===== src/rtl/twc_pkg.sv =====
// Shared types, constants and the microcode table of the tile wall collision check.
package twc_pkg;

   localparam int COORD_W   = 16;
   localparam int SIZE_W    = 8;
   localparam int TILE_W    = 6;
   localparam int CFG_W     = 7;
   localparam int CSR_IDX_W = 1;
   localparam int UPC_W     = 4;
   localparam int RECIP_W   = 18;
   localparam int QUO_W     = 16;
   localparam int ADDR_CALC_W = 16;
   localparam int COND_W    = 3;
   localparam int OPND_W    = 2;
   localparam int QLD_W     = 3;

   // request kinds
   localparam logic REQ_WRITE = 1'b0;
   localparam logic REQ_QUERY = 1'b1;

   // register indexes
   localparam logic [CSR_IDX_W-1:0] CSR_MAP_WIDTH  = 1'd0;
   localparam logic [CSR_IDX_W-1:0] CSR_MAP_HEIGHT = 1'd1;
   localparam logic [CFG_W-1:0]     MAP_SIZE_RESET = 7'd64;

   // microprogram addresses
   localparam logic [UPC_W-1:0] STEP_FETCH  = 4'd0;
   localparam logic [UPC_W-1:0] STEP_DECODE = 4'd1;
   localparam logic [UPC_W-1:0] STEP_WRITE  = 4'd2;
   localparam logic [UPC_W-1:0] STEP_MXL    = 4'd3;
   localparam logic [UPC_W-1:0] STEP_MXH    = 4'd4;
   localparam logic [UPC_W-1:0] STEP_MYL    = 4'd5;
   localparam logic [UPC_W-1:0] STEP_MYH    = 4'd6;
   localparam logic [UPC_W-1:0] STEP_MDONE  = 4'd7;
   localparam logic [UPC_W-1:0] STEP_CHECK  = 4'd8;
   localparam logic [UPC_W-1:0] STEP_SCAN   = 4'd9;
   localparam logic [UPC_W-1:0] STEP_EMIT   = 4'd10;

   // jump conditions
   localparam logic [COND_W-1:0] COND_NEVER    = 3'd0;
   localparam logic [COND_W-1:0] COND_ALWAYS   = 3'd1;
   localparam logic [COND_W-1:0] COND_NO_REQ   = 3'd2;
   localparam logic [COND_W-1:0] COND_QUERY    = 3'd3;
   localparam logic [COND_W-1:0] COND_EMPTY    = 3'd4;
   localparam logic [COND_W-1:0] COND_MORE     = 3'd5;
   localparam logic [COND_W-1:0] COND_OUT_BUSY = 3'd6;

   // multiplier operand select
   localparam logic [OPND_W-1:0] OPND_XLO = 2'd0;
   localparam logic [OPND_W-1:0] OPND_XHI = 2'd1;
   localparam logic [OPND_W-1:0] OPND_YLO = 2'd2;
   localparam logic [OPND_W-1:0] OPND_YHI = 2'd3;

   // quotient register load select
   localparam logic [QLD_W-1:0] QLD_NONE   = 3'd0;
   localparam logic [QLD_W-1:0] QLD_COL_LO = 3'd1;
   localparam logic [QLD_W-1:0] QLD_COL_HI = 3'd2;
   localparam logic [QLD_W-1:0] QLD_ROW_LO = 3'd3;
   localparam logic [QLD_W-1:0] QLD_ROW_HI = 3'd4;

   typedef struct packed {
      logic [COND_W-1:0] cond;
      logic [UPC_W-1:0]  target;
      logic              done;
      logic              fetch;
      logic              mem_wr;
      logic [OPND_W-1:0] opnd_sel;
      logic [QLD_W-1:0]  q_load;
      logic              scan_init;
      logic              scan_rd;
      logic              emit;
   } ctrl_word_type;

   typedef struct packed {
      logic no_req;
      logic is_query;
      logic empty;
      logic more;
      logic out_busy;
   } status_type;

   function automatic ctrl_word_type ucode(input logic [UPC_W-1:0] upc);
      ctrl_word_type w;
      w = '0;
      w.cond   = COND_NEVER;
      w.target = STEP_FETCH;
      w.q_load = QLD_NONE;
      w.opnd_sel = OPND_XLO;
      case (upc)
         STEP_FETCH: begin
            w.fetch  = 1'b1;
            w.cond   = COND_NO_REQ;
            w.target = STEP_FETCH;
         end
         STEP_DECODE: begin
            w.cond   = COND_QUERY;
            w.target = STEP_MXL;
         end
         STEP_WRITE: begin
            w.mem_wr = 1'b1;
            w.done   = 1'b1;
         end
         STEP_MXL: begin
            w.opnd_sel = OPND_XLO;
         end
         STEP_MXH: begin
            w.opnd_sel = OPND_XHI;
            w.q_load   = QLD_COL_LO;
         end
         STEP_MYL: begin
            w.opnd_sel = OPND_YLO;
            w.q_load   = QLD_COL_HI;
         end
         STEP_MYH: begin
            w.opnd_sel = OPND_YHI;
            w.q_load   = QLD_ROW_LO;
         end
         STEP_MDONE: begin
            w.q_load = QLD_ROW_HI;
         end
         STEP_CHECK: begin
            w.scan_init = 1'b1;
            w.cond      = COND_EMPTY;
            w.target    = STEP_EMIT;
         end
         STEP_SCAN: begin
            w.scan_rd = 1'b1;
            w.cond    = COND_MORE;
            w.target  = STEP_SCAN;
         end
         STEP_EMIT: begin
            w.emit   = 1'b1;
            w.cond   = COND_OUT_BUSY;
            w.target = STEP_EMIT;
            w.done   = 1'b1;
         end
         default: begin
            w.cond   = COND_ALWAYS;
            w.target = STEP_FETCH;
         end
      endcase
      return w;
   endfunction

endpackage


===== src/rtl/twc_sequencer.sv =====
// Microprogram sequencer: step counter, control table lookup and conditional jumps.
module twc_sequencer (
   input  logic                   clock,
   input  logic                   reset,
   input  twc_pkg::status_type    status,
   output twc_pkg::ctrl_word_type ctrl
);
   import twc_pkg::*;

   logic [UPC_W-1:0] upc_ff;
   logic [UPC_W-1:0] upc_in;
   logic             taken;

   assign ctrl = ucode(upc_ff);

   always_comb begin
      case (ctrl.cond)
         COND_NEVER:    taken = 1'b0;
         COND_ALWAYS:   taken = 1'b1;
         COND_NO_REQ:   taken = status.no_req;
         COND_QUERY:    taken = status.is_query;
         COND_EMPTY:    taken = status.empty;
         COND_MORE:     taken = status.more;
         COND_OUT_BUSY: taken = status.out_busy;
         default:       taken = 1'b0;
      endcase
   end

   always_comb begin
      if (taken) begin
         upc_in = ctrl.target;
      end else if (ctrl.done) begin
         upc_in = STEP_FETCH;
      end else begin
         upc_in = upc_ff + UPC_W'(1);
      end
   end

   always_ff @(posedge clock) begin
      if (reset) begin
         upc_ff <= STEP_FETCH;
      end else begin
         upc_ff <= upc_in;
      end
   end

endmodule


===== config.mk =====
export PLATFORM = sky130hd
export DESIGN_NAME = twc_sequencer
export DESIGN_NICKNAME = d
export VERILOG_FILES = /design/src/rtl/twc_pkg.sv /design/src/rtl/twc_sequencer.sv
export SDC_FILE = /design/constraint.sdc
export NUM_CORES = 1
export LEC_CHECK = 0
export ABC_AREA = 1
export BUFFER_PORTS_ARGS = -buffer_cell sky130_fd_sc_hd__buf_2
export CAP_MARGIN = 20
export CORE_ASPECT_RATIO = 0.7
export CORE_UTILIZATION = 31
export DETAILED_ROUTE_END_ITERATION = 12
export GPL_ROUTABILITY_DRIVEN = 0
export HOLD_SLACK_MARGIN = 0.03
export SLEW_MARGIN = 20
export SYNTH_ARGS = -nofsm -noshare
export SYNTH_HDL_FRONTEND = slang
export SYNTH_SLANG_ARGS = --single-unit

===== constraint.sdc =====
create_clock -name clock -period 3.3 [get_ports clock]
set_input_delay 0.495 -clock clock [delete_from_list [all_inputs] [get_ports clock]]
set_output_delay 0.495 -clock clock [all_outputs]
set_load 0.02 [all_outputs]

==> summary.txt <==
Period Utilization, post-route: 69.4%
Worst VDD drop: 0.455 mV
Setup tns final: 0 ns
Clock network power share: 7.3%
Antenna violations before repair: 0
Peak Freq: 0.437 GHz
Clock sinks: 4
Switching share of power: 59.8%
Initial Util: 34.9%
Largest family of logic cells by synthesized area: simple AND/OR/NAND/NOR gates
Port Buffers: 23
Die height: 38.4 µm
Vias after detailed routing: 602
Drt drc: 0
Post-route antenna net violation count: 0
Synthesized-area fraction occupied by adder cells: 8.53%
Crit path arrival time: 1.79 ns
Die Wd: 54 µm
Worst hold margin: 0.547 ns
Die ar.: 2070 µm²
Layout Cells excl Fill: 136
Post-cts hold buffer count: 0
CTS H-tree lvls: 1
CP Max Fanout: 5
CP required: 2.80 ns
Number of post-CTS setup repair buffers: 0
Row cnt: 12
Core ar.: 1680 µm²
Final wirelength: 1440 µm
Seq pwr share: 10.4%
Area Growth Syn to Fin: 24.1%
Post-route cell area: 728 µm²
Grt ovf: 0
Via density: 4.43
NetSw: 0.000494 W
Share of cells above drive strength 1: 38.3%
ANT cells: 0
Post-CTS sizing: 0
Critical path launch point type: flip-flop
Wire per inst: 10.6 µm
#FFs+latches synth: 4
Root Driver: clkbuf_4
Power Density: 1130 nW/µm²
Outcome: finished, final reports clean
Layout net count: 128
DP Cell Count: 133
Combinational fraction of design power: 82.3%
Initial DRC count: 9
Hold Vio Cnt, Final: 0
Register area share after synthesis: 13.6%
Drt first pass iters: 4
Max FFs per register: 4
Clock buffer depth: 2
GRT Util Overall: 15.2%
CTS tree: built
Final setup viols: 0
Compound-cell area share of the yosys netlist: 5.54%
Biggest register: upc_ff
Min cycle time layout: 2.29 ns
Yosys Warn Count: 0
Clock-pin slew on the worst setup and hold paths: 0.04 ns
Post-synthesis xor/xnor area fraction: 0%
Netlist cell types: 21
Post-Syn Area: 587 µm²
Number of global-route vias before repair: 518
Area after DPL: 706 µm²
Largest regs: upc_ff x4
Internal: 0.000332 W
Clk_skew: 0.00312 ns
Syn nets: 103
Unrepaired setup endpoints after global routing: no
Kind of end point of the critical path: output port
Mapped Cells: 92
Mux contribution to synthesized area: 0%
I/O pins: 25
Pwr Total: 0.000825 W
Num CTS Buffers: 3
HPWL after detailed placement: 1210 µm
Crit path kind: flip-flop to output port
First-pass GRT wire length: 2190 µm
Hold crit path type: input port to flip-flop
Pleak: 0.464 nW
Final Max Tran Viols: 0
Post-Synth Simple-Gate Area: 56.9%
Largest net degree at the start of global routing: 8
Max Cap Violations: 0
Avg Inst Size Synth: 6.38 µm²
Clock Latency Late Sink: 0.23 ns
-- area by class of cell --
type / instances / area, µm²
well taps: 21 / 26.3
fillers: 194 / 953
multi-input cells: 68 / 420
repair buffers: 23 / 115
inverters: 17 / 63.8
flip-flops and latches: 4 / 80.1
clock buffers: 3 / 22.5
-- power by group through the flow --
| stage | registers, W | logic [W] | clock network, W |
|---|---|---|---|
| floorplan | 0.0000820 | 0.000536 | 0 |
| global placement | 0.0000857 | 0.000673 | 0 |
| detailed placement | 0.0000860 | 0.000679 | 0 |
| CTS | 0.0000852 | 0.000681 | 0.0000636 |
| global route | 0.0000878 | 0.000747 | 0.0000689 |
| finish | 0.0000857 | 0.000679 | 0.0000604 |
-- cell usage after synthesis, drive strengths merged --
cell | count | area [µm²]
a21oi | 3 | 15.0
inv | 17 | 63.8
conb | 1 | 3.75
o31ai | 1 | 7.51
buf | 3 | 22.5
o21ai | 2 | 10.0
dfxtp | 4 | 80.1
nand4 | 2 | 27.5
nand3 | 13 | 82.6
nor3 | 1 | 5.00
ha | 4 | 50.1
nor2 | 10 | 60.1
nand2 | 31 | 159
-- layer usage --
layer	part of all wire [%]	global-route usage, %	vias up
met3	3.6	1.19	0
met2	43	23.1	16
met4	0	7.69	0
met5	0	0	-
li1	-	-	326
met1	53	21.1	260
-- critical path, stage by stage (launching register included) --
cell     delay [ns]
dfxtp_1        0.36
inv_1          0.11
ha_1           0.26
inv_1          0.11
nand2_1        0.12
nand2_4        0.12
nand2_4        0.08
nor2_4         0.10
nand2_4        0.08
nand2_4        0.07
buf_2          0.16
-- path summary, 6_finish.rpt --
| kind | endpoint | startpoint | depth (start not counted) | slack, ns |
|---|---|---|---|---|
| min | upc_ff[3]$_SDFF_PP0_ | reset | 4 | 0.55 |
| min reg2reg | upc_ff[3]$_SDFF_PP0_ | upc_ff[0]$_SDFF_PP0_ | 5 | 0.73 |
| max | ctrl[15] | upc_ff[0]$_SDFF_PP0_ | 10 | 1.01 |
| max reg2reg | upc_ff[3]$_SDFF_PP0_ | upc_ff[0]$_SDFF_PP0_ | 12 | 1.45 |
-- cells in the final DEF, fill, tap and decap left out --
master,count
o21ai_0,2
inv_2,3
nand4_1,1
ha_1,4
nand2_2,2
nand2_1,24
nor2_1,5
nand3_1,11
buf_2,23
nand3_2,1
nor3_1,1
nand3_4,1
nand4_4,1
inv_1,14
nand2_4,5
conb_1,1
a21oi_1,3
nor2_4,2
dfxtp_1,4
o31ai_1,1
nor2_2,3
clkbuf_4,3
-- cells by family (layout without fill, tap and decap cells) --
logic type      count (synthesis)  in the layout
simple gates                   57             57
other cells                     1              1
fa+ha+maj                       4              4
compound gates                  6              6
flops                           4              4
buf+inv                        20             43
-- per-stage QoR --
step	utilization, %	setup WS, ns
final	43.3	1.01
after global placement	42.0	1.32
after global routing	43.3	0.895
after detailed placement	42.0	1.25
after CTS	43.3	0.997
after floorplan	-	1.47
(Power assumes the default switching activity.)
